**src/rtl/mbps_pkg.sv**
```systemverilog
// Package for the masked byte pattern scan block: item types, configuration
// register map, reset values and default sizes. Depends on nothing.
`default_nettype none

package mbps_pkg;

    // Default sizes handed to the top-level parameters
    localparam int MAX_PATTERN_DEF = 16;
    localparam int OFFSET_BITS_DEF = 32;
    localparam int QUEUE_DEPTH_DEF = 4;

    // Configuration port
    localparam int CFG_IDX_W  = 2;
    localparam int CFG_DATA_W = 64;

    typedef enum logic [CFG_IDX_W-1:0] {
        CFG_PATTERN_LOW    = 2'd0,
        CFG_PATTERN_HIGH   = 2'd1,
        CFG_CARE_MASK      = 2'd2,
        CFG_PATTERN_LENGTH = 2'd3
    } t_cfg_idx;

    localparam logic [63:0] PATTERN_RST = 64'd0;
    localparam logic [15:0] CARE_RST    = 16'hFFFF;
    localparam logic [4:0]  LENGTH_RST  = 5'd1;

    typedef struct packed {
        logic [63:0] pattern_low_bytes;
        logic [63:0] pattern_high_bytes;
        logic [15:0] care_mask;
        logic [4:0]  pattern_length;
    } t_cfg;

    typedef struct packed {
        logic [7:0] data_byte;
        logic       last_byte;
    } t_item;

    typedef struct packed {
        logic        found;
        logic [31:0] match_offset;
    } t_result;

    // Scan status seen by the top level
    typedef struct packed {
        logic match_done;
        logic region_clear;
    } t_front_stat;

endpackage

`default_nettype wire

```
**src/rtl/mbps_front.sv**
```systemverilog
// Front part of the scan: sliding byte window, parallel masked compare and
// result classification. Depends on mbps_pkg.
`default_nettype none

module mbps_front #(
    parameter int MAX_PATTERN = mbps_pkg::MAX_PATTERN_DEF,
    parameter int OFFSET_BITS = mbps_pkg::OFFSET_BITS_DEF
) (
    input  wire                   i_clk,
    input  wire                   i_rst_n,
    input  wire                   i_accept,
    input  mbps_pkg::t_item       i_item,
    input  mbps_pkg::t_cfg        i_cfg,
    output logic                  o_res_valid,
    output mbps_pkg::t_result     o_res,
    output mbps_pkg::t_front_stat o_stat
);

    localparam int IDX_W  = (MAX_PATTERN > 1) ? $clog2(MAX_PATTERN) : 1;
    localparam int SEEN_W = $clog2(MAX_PATTERN + 1);

    logic [7:0]             r_win [MAX_PATTERN];
    logic [7:0]             win_new [MAX_PATTERN];
    logic [OFFSET_BITS-1:0] r_pos, n_pos;
    logic [SEEN_W-1:0]      r_seen, n_seen;
    logic                   r_done, n_done;

    logic [127:0]           sig;
    logic [4:0]             len;
    logic [SEEN_W-1:0]      seen_inc;
    logic [MAX_PATTERN-1:0] byte_ok;
    logic                   hit;
    logic                   match;
    logic [OFFSET_BITS-1:0] start;
    logic [63:0]            start_ext;

    assign sig = {i_cfg.pattern_high_bytes, i_cfg.pattern_low_bytes};

    // Clamp length into 1..MAX_PATTERN
    always_comb begin
        if (i_cfg.pattern_length == 5'd0) begin
            len = 5'd1;
        end else if (i_cfg.pattern_length > 5'(MAX_PATTERN)) begin
            len = 5'(MAX_PATTERN);
        end else begin
            len = i_cfg.pattern_length;
        end
    end

    // Window after this byte shifts in; entry 0 is newest
    always_comb begin
        win_new[0] = i_item.data_byte;
        for (int i = 1; i < MAX_PATTERN; i++) begin
            win_new[i] = r_win[i-1];
        end
    end

    assign seen_inc = (r_seen < SEEN_W'(MAX_PATTERN)) ? r_seen + SEEN_W'(1) : r_seen;

    // Signature byte k lines up with window entry len-1-k
    for (genvar g = 0; g < MAX_PATTERN; g++) begin : g_cmp
        logic [4:0] widx;
        assign widx = len - 5'(g) - 5'd1;
        assign byte_ok[g] = (5'(g) >= len) || !i_cfg.care_mask[g] ||
                            (sig[8*g +: 8] == win_new[widx[IDX_W-1:0]]);
    end

    assign hit   = &byte_ok;
    assign match = !r_done && (5'(seen_inc) >= len) && hit;

    assign start     = r_pos - OFFSET_BITS'(len - 5'd1);
    assign start_ext = 64'(start);

    assign o_res_valid        = i_accept && (match || (i_item.last_byte && !r_done));
    assign o_res.found        = match;
    assign o_res.match_offset = match ? start_ext[31:0] : 32'd0;

    assign o_stat.match_done   = r_done;
    assign o_stat.region_clear = (r_seen == '0) && (r_pos == '0) && !r_done;

    always_comb begin
        n_pos  = r_pos;
        n_seen = r_seen;
        n_done = r_done;
        if (i_accept) begin
            if (i_item.last_byte) begin
                n_pos  = '0;
                n_seen = '0;
                n_done = 1'b0;
            end else begin
                n_pos  = r_pos + OFFSET_BITS'(1);
                n_seen = seen_inc;
                n_done = r_done || match;
            end
        end
    end

    always_ff @(posedge i_clk) begin
        if (!i_rst_n) begin
            r_pos  <= '0;
            r_seen <= '0;
            r_done <= 1'b0;
            for (int i = 0; i < MAX_PATTERN; i++) begin
                r_win[i] <= 8'd0;
            end
        end else begin
            r_pos  <= n_pos;
            r_seen <= n_seen;
            r_done <= n_done;
            if (i_accept) begin
                for (int i = 0; i < MAX_PATTERN; i++) begin
                    r_win[i] <= i_item.last_byte ? 8'd0 : win_new[i];
                end
            end
        end
    end

endmodule

`default_nettype wire

```
**src/rtl/mbps_fifo.sv**
```systemverilog
// Short result queue between the scan front and the output stage.
// Depends on mbps_pkg for the result type.
`default_nettype none

module mbps_fifo #(
    parameter int DEPTH = mbps_pkg::QUEUE_DEPTH_DEF
) (
    input  wire               i_clk,
    input  wire               i_rst_n,
    input  wire               i_push,
    input  mbps_pkg::t_result i_data,
    input  wire               i_pop,
    output logic              o_full,
    output logic              o_empty,
    output mbps_pkg::t_result o_head
);

    localparam int PTR_W = (DEPTH > 1) ? $clog2(DEPTH) : 1;
    localparam int CNT_W = $clog2(DEPTH + 1);

    mbps_pkg::t_result r_mem [DEPTH];
    logic [PTR_W-1:0]  r_wr, n_wr;
    logic [PTR_W-1:0]  r_rd, n_rd;
    logic [CNT_W-1:0]  r_cnt, n_cnt;
    logic              wr_en, rd_en;

    assign o_full  = (r_cnt == CNT_W'(DEPTH));
    assign o_empty = (r_cnt == '0);
    assign o_head  = r_mem[r_rd];

    assign wr_en = i_push && !o_full;
    assign rd_en = i_pop && !o_empty;

    always_comb begin
        n_wr  = r_wr;
        n_rd  = r_rd;
        n_cnt = r_cnt;
        if (wr_en) begin
            n_wr = (r_wr == PTR_W'(DEPTH - 1)) ? '0 : r_wr + PTR_W'(1);
        end
        if (rd_en) begin
            n_rd = (r_rd == PTR_W'(DEPTH - 1)) ? '0 : r_rd + PTR_W'(1);
        end
        if (wr_en && !rd_en) begin
            n_cnt = r_cnt + CNT_W'(1);
        end else if (rd_en && !wr_en) begin
            n_cnt = r_cnt - CNT_W'(1);
        end
    end

    always_ff @(posedge i_clk) begin
        if (!i_rst_n) begin
            r_wr  <= '0;
            r_rd  <= '0;
            r_cnt <= '0;
        end else begin
            r_wr  <= n_wr;
            r_rd  <= n_rd;
            r_cnt <= n_cnt;
        end
        if (wr_en) begin
            r_mem[r_wr] <= i_data;
        end
    end

endmodule

`default_nettype wire

```
**src/rtl/mbps_back.sv**
```systemverilog
// Output stage: holds one result beat on the ports and refills from the queue.
// Depends on mbps_pkg for the result type.
`default_nettype none

module mbps_back (
    input  wire               i_clk,
    input  wire               i_rst_n,
    input  wire               i_head_valid,
    input  mbps_pkg::t_result i_head,
    output logic              o_take,
    input  wire               i_pop,
    output logic              o_empty,
    output mbps_pkg::t_result o_result
);

    logic              r_valid, n_valid;
    mbps_pkg::t_result r_result;

    // Refill when the stage is free or its beat leaves this cycle
    assign o_take = i_head_valid && (!r_valid || i_pop);

    always_comb begin
        n_valid = r_valid;
        if (o_take) begin
            n_valid = 1'b1;
        end else if (i_pop && r_valid) begin
            n_valid = 1'b0;
        end
    end

    always_ff @(posedge i_clk) begin
        if (!i_rst_n) begin
            r_valid <= 1'b0;
        end else begin
            r_valid <= n_valid;
        end
        if (o_take) begin
            r_result <= i_head;
        end
    end

    assign o_empty  = !r_valid;
    assign o_result = r_result;

endmodule

`default_nettype wire

```
**src/rtl/masked_byte_pattern_scan_core.sv**
```systemverilog
// Result path: a result beat reaches the output ports through the queue write and
//   then the output register load; it waits in the queue while that stage is busy.
// Throughput: one byte per cycle; the window compare runs on all positions at once.
//   full rises only when the QUEUE_DEPTH-entry result queue is full.
// Reset: synchronous, active low; restores register reset values, clears the scan
//   state, the result queue and the output stage. No clearing pass is needed.
`default_nettype none

module masked_byte_pattern_scan_core #(
    parameter int MAX_PATTERN = mbps_pkg::MAX_PATTERN_DEF,
    parameter int OFFSET_BITS = mbps_pkg::OFFSET_BITS_DEF,
    parameter int QUEUE_DEPTH = mbps_pkg::QUEUE_DEPTH_DEF
) (
    input  wire                              i_clk,
    input  wire                              i_rst_n,
    // input side
    input  wire                              push,
    output logic                             full,
    input  mbps_pkg::t_item                  i_item,
    // result side
    output logic                             empty,
    input  wire                              pop,
    output mbps_pkg::t_result                o_result,
    // configuration writes
    input  wire                              i_cfg_we,
    input  wire [mbps_pkg::CFG_IDX_W-1:0]    i_cfg_idx,
    input  wire [mbps_pkg::CFG_DATA_W-1:0]   i_cfg_data
);

    // Configuration registers
    mbps_pkg::t_cfg r_cfg;

    // Front to queue
    logic                  accept;
    logic                  res_valid;
    mbps_pkg::t_result     res;
    mbps_pkg::t_front_stat stat;

    // Queue to back
    logic                  q_full;
    logic                  q_empty;
    mbps_pkg::t_result     q_head;
    logic                  q_take;

    // Write a register; index decode covers the full map
    always_ff @(posedge i_clk) begin
        if (!i_rst_n) begin
            r_cfg.pattern_low_bytes  <= mbps_pkg::PATTERN_RST;
            r_cfg.pattern_high_bytes <= mbps_pkg::PATTERN_RST;
            r_cfg.care_mask          <= mbps_pkg::CARE_RST;
            r_cfg.pattern_length     <= mbps_pkg::LENGTH_RST;
        end else if (i_cfg_we) begin
            unique case (mbps_pkg::t_cfg_idx'(i_cfg_idx))
                mbps_pkg::CFG_PATTERN_LOW: begin
                    r_cfg.pattern_low_bytes <= i_cfg_data;
                end
                mbps_pkg::CFG_PATTERN_HIGH: begin
                    r_cfg.pattern_high_bytes <= i_cfg_data;
                end
                mbps_pkg::CFG_CARE_MASK: begin
                    r_cfg.care_mask <= i_cfg_data[15:0];
                end
                mbps_pkg::CFG_PATTERN_LENGTH: begin
                    r_cfg.pattern_length <= i_cfg_data[4:0];
                end
                default: begin
                    r_cfg <= r_cfg;
                end
            endcase
        end
    end

    // Take a byte whenever the queue has room for its possible result
    assign full   = q_full;
    assign accept = push && !q_full;

    // Front: shift window, compare, classify
    mbps_front #(
        .MAX_PATTERN (MAX_PATTERN),
        .OFFSET_BITS (OFFSET_BITS)
    ) u_front (
        .i_clk       (i_clk),
        .i_rst_n     (i_rst_n),
        .i_accept    (accept),
        .i_item      (i_item),
        .i_cfg       (r_cfg),
        .o_res_valid (res_valid),
        .o_res       (res),
        .o_stat      (stat)
    );

    // Queue: decouple scanning from result delivery
    mbps_fifo #(
        .DEPTH   (QUEUE_DEPTH)
    ) u_fifo (
        .i_clk   (i_clk),
        .i_rst_n (i_rst_n),
        .i_push  (res_valid),
        .i_data  (res),
        .i_pop   (q_take),
        .o_full  (q_full),
        .o_empty (q_empty),
        .o_head  (q_head)
    );

    // Back: hold the oldest result beat on the ports
    mbps_back u_back (
        .i_clk        (i_clk),
        .i_rst_n      (i_rst_n),
        .i_head_valid (!q_empty),
        .i_head       (q_head),
        .o_take       (q_take),
        .i_pop        (pop),
        .o_empty      (empty),
        .o_result     (o_result)
    );

`ifndef SYNTH
    // The final byte of a region leaves the scan state cleared
    a_region_clears: assert property (@(posedge i_clk) disable iff (!i_rst_n)
        accept && i_item.last_byte |=> stat.region_clear)
        else $error("scan state not cleared after last byte");

    // A miss beat never carries an offset
    a_miss_zero: assert property (@(posedge i_clk) disable iff (!i_rst_n)
        res_valid && !res.found |-> res.match_offset == 32'd0)
        else $error("miss result carries nonzero offset");

    // A hit inside a region silences the rest of it
    a_hit_sets_done: assert property (@(posedge i_clk) disable iff (!i_rst_n)
        res_valid && res.found && !i_item.last_byte |=> stat.match_done)
        else $error("match not recorded after hit");

    // Results enter the queue only for accepted bytes
    a_push_on_accept: assert property (@(posedge i_clk) disable iff (!i_rst_n)
        res_valid |-> accept)
        else $error("result produced without accepted byte");
`endif

endmodule

`default_nettype wire
```
**config.mk**
```make
export PLATFORM = sky130hd
export DESIGN_NAME = masked_byte_pattern_scan_core
export DESIGN_NICKNAME = d
export VERILOG_FILES = /design/src/rtl/mbps_pkg.sv /design/src/rtl/mbps_front.sv /design/src/rtl/mbps_fifo.sv /design/src/rtl/mbps_back.sv /design/src/rtl/masked_byte_pattern_scan_core.sv
export SDC_FILE = /design/constraint.sdc
export NUM_CORES = 1
export LEC_CHECK = 0
export BUFFER_PORTS_ARGS = -buffer_cell sky130_fd_sc_hd__buf_4
export CAP_MARGIN = 20
export CORE_MARGIN = 2
export CORE_UTILIZATION = 25
export DETAILED_ROUTE_END_ITERATION = 12
export PLACE_DENSITY = 0.35
export RECOVER_POWER = 50
export SYNTH_ARGS = -nofsm -noshare
export SYNTH_HDL_FRONTEND = slang
export SYNTH_HIERARCHICAL = 1
export SYNTH_SLANG_ARGS = --single-unit
```
**constraint.sdc**
```tcl
create_clock -name i_clk -period 8.4 [get_ports i_clk]
set_input_delay 1.68 -clock i_clk [delete_from_list [all_inputs] [get_ports i_clk]]
set_output_delay 1.68 -clock i_clk [all_outputs]
set_load 0.02 [all_outputs]
```
== Word-level counts from Yosys, hierarchy flattened ==
Memory sizes are Yosys's and may differ from the RTL's. A register that Yosys moved wholly into a read port is not among the register bits.
Cells that the tools add are included.
Operators by class
  bitwise gates (word level): 32
  magnitude comparators: 35
  add/subtract/negate cells: 38
  muxes and demuxes: 99
  equal/unequal tests: 22
  reductions and logical operators: 78
Operators by type and width (number)
  binary-select mux 8 bit (select 4 bit): 16
  two-way mux 8 bit: 64
  equality test 8 bit: 16
  greater-or-equal comparator 5 bit (second input constant): 16
  inverter 4 -> 5 bit: 16
  two-way mux 32 bit: 2
  subtractor 4 x 1 -> 4 bit (second input constant): 16
  greater-or-equal comparator 4 x 5 -> 1 bit (first input constant): 8
  logical OR 1 bit: 35
  adder 32 x 1 -> 32 bit (second input constant): 1
  subtractor 32 bit: 1
  subtractor 4 bit (second input constant): 8
  logical NOT 1 bit: 22
  greater-or-equal comparator 3 x 5 -> 1 bit (first input constant): 4
  two-way mux 5 bit: 4
  bitwise OR 1 bit: 16
  AND reduction 16 bit: 1
  subtractor 4 x 3 -> 4 bit (second input constant): 4
  logical AND 1 bit: 11
  greater-or-equal comparator 1 x 5 -> 1 bit (first input constant): 2
  greater-or-equal comparator 2 x 5 -> 1 bit (first input constant): 2
  two-way mux 1 bit: 9
  equality test 2 bit (second input constant): 4
  AND reduction 2 bit: 4
  17 further kinds: 22
Word-level totals
  memories kept: 2
  input port bits: 80
  memory bits (writable): 260
  word-level logic and storage cells: 317
  register bits after elaboration: 195
  output and inout port bits: 35
Memory list
  u_fifo.r_mem: words 4, bits a word 33, rd ports 1, clocked after Yosys merged registers in 1, write ports 1, RTL line mbps_fifo.sv:21  | mbps_pkg::t_result r_mem [DEPTH];
  u_front.r_win: words 16, bits a word 8, rd ports 15, clocked after Yosys merged registers in 0, write ports 16, RTL line mbps_front.sv:22  | logic [7:0] r_win [MAX_PATTERN];

== Depth between registers and ports, before layout ==
  depth after elaboration: 20
  depth in mapped cells: 29
  gate-level depth less buffers: 22

== Modules after synthesis ==
Netlist, hierarchy kept.
By module, submodules not included
  mbps_front: area an instance 17413.0 um2, cells an instance 2059, seq. area each 4364.2 um2, instances 1
  masked_byte_pattern_scan_core: area an instance 5878.1 um2, cells an instance 579, seq. area each 2982.9 um2, instances 1
  mbps_fifo: area an instance 5288.8 um2, cells an instance 224, seq. area each 4144.0 um2, instances 1
  mbps_back: area an instance 1042.2 um2, cells an instance 38, seq. area each 1011.0 um2, instances 1

== Worst setup path after synthesis ==
No wires, ideal clock.
  path kind: flip-flop to flip-flop
  from: reg r_cfg[4] (netlist bit)
  to: reg u_fifo.r_cnt[2]
  period minus slack after synthesis: 6.097 ns
  stages on the path, launching flop included: 28
  path slack: 2.303 ns
  path buffers: 7
  library setup time: 0.076 ns
  data required time: 8.324 ns
  arrival time: 6.022 ns
  path through: dfxtp_1 -> nand2b_1 -> inv_1 -> buf_2 -> buf_1 -> buf_2 -> ha_1 -> buf_1 -> xnor2_1 -> clkbuf_1 -> mux2i_1 -> o22ai_1 -> nor2_1 -> xor2_1 -> nor4_1 -> nand4_1 -> a311oi_2 -> nand4b_1 -> buf_2 -> a21boi_0 -> nor2b_1 -> buf_2 -> ha_1 -> inv_1 -> fa_1 -> xor2_1 -> or3_1 -> a21boi_0
On the way
  longest elaborated chain between the ends: 19
  elaborated cells on any way between the ends: 174
  those cells by class: add/sub (30); order compare (18); eq/ne (16); mux (51); bitwise (16); reduce/logical (43)
RTL lines
  start, declared: RTL line masked_byte_pattern_scan_core.sv:31  | mbps_pkg::t_cfg r_cfg;
  start signal, assigned: RTL line masked_byte_pattern_scan_core.sv:67  | r_cfg <= r_cfg;
  greater-than comparator 5 bit: RTL line mbps_front.sv:43  | end else if (i_cfg.pattern_length > 5'(MAX_PATTERN)) begin
  two-way mux 5 bit: RTL line mbps_front.sv:43
  two-way mux 5 bit *: RTL line mbps_front.sv:41  | if (i_cfg.pattern_length == 5'd0) begin
  subtractor 4 x 1 -> 4 bit (tied with other cells): RTL line mbps_front.sv:63  | assign widx = len - 5'(g) - 5'd1;
  subtractor 4 x 1 -> 4 bit: RTL line mbps_front.sv:63
  inverter 4 -> 5 bit (implied by the code): RTL line mbps_front.sv:65  | (sig[8*g +: 8] == win_new[widx[IDX_W-1:0]]);
  binary-select mux 8 bit (select 4 bit): RTL line mbps_front.sv:65
  two-way mux 8 bit (implied by the code) (2 in a row): RTL line mbps_front.sv:65
  (+4 left out)
  logical OR 1 bit *: RTL line mbps_front.sv:74  | assign o_res_valid = i_accept && (match || (i_item.last_byte && !r_done));
  logical AND 1 bit *: RTL line mbps_front.sv:74
  named net res_valid: RTL line masked_byte_pattern_scan_core.sv:35  | logic res_valid;
  logical AND 1 bit *: RTL line mbps_fifo.sv:31  | assign wr_en = i_push && !o_full;
  named net u_fifo.wr_en: RTL line mbps_fifo.sv:25  | logic wr_en, rd_en;
  logical NOT 1 bit: RTL line mbps_fifo.sv:46  | end else if (rd_en && !wr_en) begin
  logical AND 1 bit: RTL line mbps_fifo.sv:46
  nonzero test 2 bit (no source line)
  end signal, assigned: RTL line mbps_fifo.sv:59  | r_cnt <= n_cnt;
  end, declared: RTL line mbps_fifo.sv:24  | logic [CNT_W-1:0] r_cnt, n_cnt;
The timed path passes the listed nets; every way through them passes the cells marked *. The select of a mux whose other input is x is not followed.
A chain may end at the register's enable or synchronous reset.

== Final worst setup path ==
  from: reg r_cfg[4] (netlist bit)
  to: reg u_fifo.r_cnt[2]
On the way
  longest elaborated chain between the ends: 19
  elaborated cells on any way between the ends: 174
  those cells by class: add/sub (30); order compare (18); eq/ne (16); mux (51); bitwise (16); reduce/logical (43)
RTL lines
  greater-than comparator 5 bit: RTL line mbps_front.sv:43
  two-way mux 5 bit: RTL line mbps_front.sv:43
  two-way mux 5 bit *: RTL line mbps_front.sv:41
  subtractor 4 x 1 -> 4 bit (tied with other cells): RTL line mbps_front.sv:63
  subtractor 4 x 1 -> 4 bit: RTL line mbps_front.sv:63
  inverter 4 -> 5 bit (implied by the code): RTL line mbps_front.sv:65
  binary-select mux 8 bit (select 4 bit): RTL line mbps_front.sv:65
  two-way mux 8 bit (implied by the code) (2 in a row): RTL line mbps_front.sv:65
  (+3 left out)
  logical AND 1 bit *: RTL line mbps_front.sv:69  | assign match = !r_done && (5'(seen_inc) >= len) && hit;
  logical OR 1 bit *: RTL line mbps_front.sv:74
  logical AND 1 bit *: RTL line mbps_front.sv:74
  named net res_valid: RTL line masked_byte_pattern_scan_core.sv:35
  logical AND 1 bit *: RTL line mbps_fifo.sv:31
  logical NOT 1 bit: RTL line mbps_fifo.sv:46
  logical AND 1 bit: RTL line mbps_fifo.sv:46
  nonzero test 2 bit (no source line)
Marks and branches as above.

==> results.yml <==
synthesis:
  synth_nets: 3022
  syn_area_um2: 29500
  syn_avg_cell_area_um2: 10.2
  yosysWarnings: 6
  synth_cells: 2886
timing:
  fin_crit_ps: 7590
  max_slew.worst_pin.slew_ps: 3110
  slew-limit-headroom: -1.07
  setup-tns-final_ps: 0
  skew_ps: 35.2
  drv_slew: 447
  hold_violations: 0
  finalCritPeriodShare: 0.903
  setup_viol: 0
  rsz0062_at_grt: "false"
  max_freq_ghz: 0.132
layout:
  mostFrequentLayoutCell: "nand2_1"
  mostFrequentLayoutCells: "nand2_1, mux2i_1, edfxtp_1, dfxtp_1, a21oi_1"
  nNetsFinal: 3047
  antenna_cells: 0
  final_layout_size_suffix_gt1_frac: 0.116
  syn_to_final_growth_pct: 13.7
routing:
  vias_per_cell: 5.16
  first_pass_iters: 6
  route.detailed.wl_per_inst_um: 24.9
  vias: 23181
  drc: 0
  routed_wl_mm: 112
  drt_iter0_markers: 1939
  ant_nets: 0
global_routing:
  grtUsageTotal: 0.181
  grt_pass1_vias: 22776
  antenna_found_initial: 0
  grt_max_degree: 129
  grt_first_pass_wirelength_mm: 163
  grt_overflow_total: 0
floorplanning:
  start_util: 0.251
  num_rows: 126
  core_area_um2: 118000
  die-area_um2: 121000
  io-pin-count: 115
  die-width_um: 348
  die_height_um: 348
critical_path:
  cp_data_arrival_time_ps: 8160
  end_kind: "flop"
  required_ps: 8970
  setup.worst_path.class: "flop to flop"
  start_kind: "flop"
  critPathMaxFanout: 30
clocking:
  root_buffer: "clkbuf_16"
  cts_buffer_depth: 3
  post-cts-setup-buffers: 0
  cts_sinks: 482
  path_clk_slew_ps: 60
  postCtsHoldBufs: 0
  numCtsBuffers: 57
  cts_tree: "yes"
  cts_resized: 0
  clock_latency_ps: 690
  cts.htree.levels: 2
status:
  status: "complete, but fails checks"
  violations: "capacitance limit, slew limit"
min_path:
  hp-class: "flop to flop"
placement:
  dp_hpwl_mm: 81.9
  io_buffer_count: 114
  place.gp.congestion: 0.884
power_and_ir_drop:
  ir_drop_mv: 0.161
  power_density_nw_per_um2: 222
  cellLeakagePower_nw: 13.4
  total_power_w: 0.00744
run:
  cap_violations: 9
## power by group
part           switching [W]  internal, W  total, W
combinational        0.00118     0.000636   0.00181
clock                0.00110      0.00156   0.00266
sequential          0.000183      0.00279   0.00297
total                0.00246      0.00499   0.00744
## per-stage QoR
step / hold WS, ps / setup WS, ps / std cells / utilization / area [um^2]
floorplan: 446 / 2300 / 2886 / - / 29500
global placement: 457 / 990 / 4386 / 0.270 / 31800
detailed placement: 463 / 883 / 4387 / 0.271 / 31800
CTS: 473 / 823 / 4494 / 0.288 / 33800
global route: 482 / 495 / 4495 / 0.286 / 33600
finish: 473 / 813 / 4495 / 0.286 / 33600
## cell type report
class | count | area, um^2
Timing Repair Buffer | 172 | 1230
Clock inverter | 34 | 433
Sequential cell | 482 | 12500
Inverter | 49 | 188
Clock buffer | 73 | 1560
Fill cell | 12270 | 84000
Tap cell | 1536 | 1920
Multi-Input combinational cell | 2149 | 15800
## worst paths after layout
kind         slack [ps]  depth (start not counted)               to  startpoint
min reg2reg         470                          2       r_cfg[100]  r_cfg[100]
max                 810                         20  u_fifo/r_cnt[2]    r_cfg[4]
min                 470                          2       r_cfg[100]  r_cfg[100]
max reg2reg         810                         20  u_fifo/r_cnt[2]    r_cfg[4]
## per-layer routing
metal / GRT usage / up-vias / part of all wire
li1: - / 10701 / -
met1: 0.239 / 11646 / 0.45
met2: 0.303 / 684 / 0.47
met3: 0.0197 / 150 / 0.043
met4: 0.0683 / 0 / 0.039
met5: 0 / - / 0
## critical path, stage by stage (launching register included)
cell	delay (ps)
dfxtp_1	950
nand2b_4	300
clkinv_2	340
buf_4	470
mux4_2	520
mux2i_1	380
nor2b_1	80
a221oi_1	340
xnor2_1	110
nor4_1	950
a21oi_1	370
a311oi_2	370
nand4b_1	370
a21boi_0	360
nor2b_1	220
ha_1	210
inv_1	70
fa_1	370
xor2_1	160
or3_1	310
a21boi_0	180
## registers in the layout (all words and copies together) (netlist names), named ones only
register and count:
r_cfg 149, u_back/o_result 33, u_back/r_valid 1, u_fifo/r_cnt 3, u_fifo/r_mem 132, u_fifo/r_rd 2
u_fifo/r_wr 2, u_front/r_done 1, u_front/r_pos 32, u_front/r_seen 5, u_front/r_win 120
Note: power is estimated with default switching activity, not from simulation.
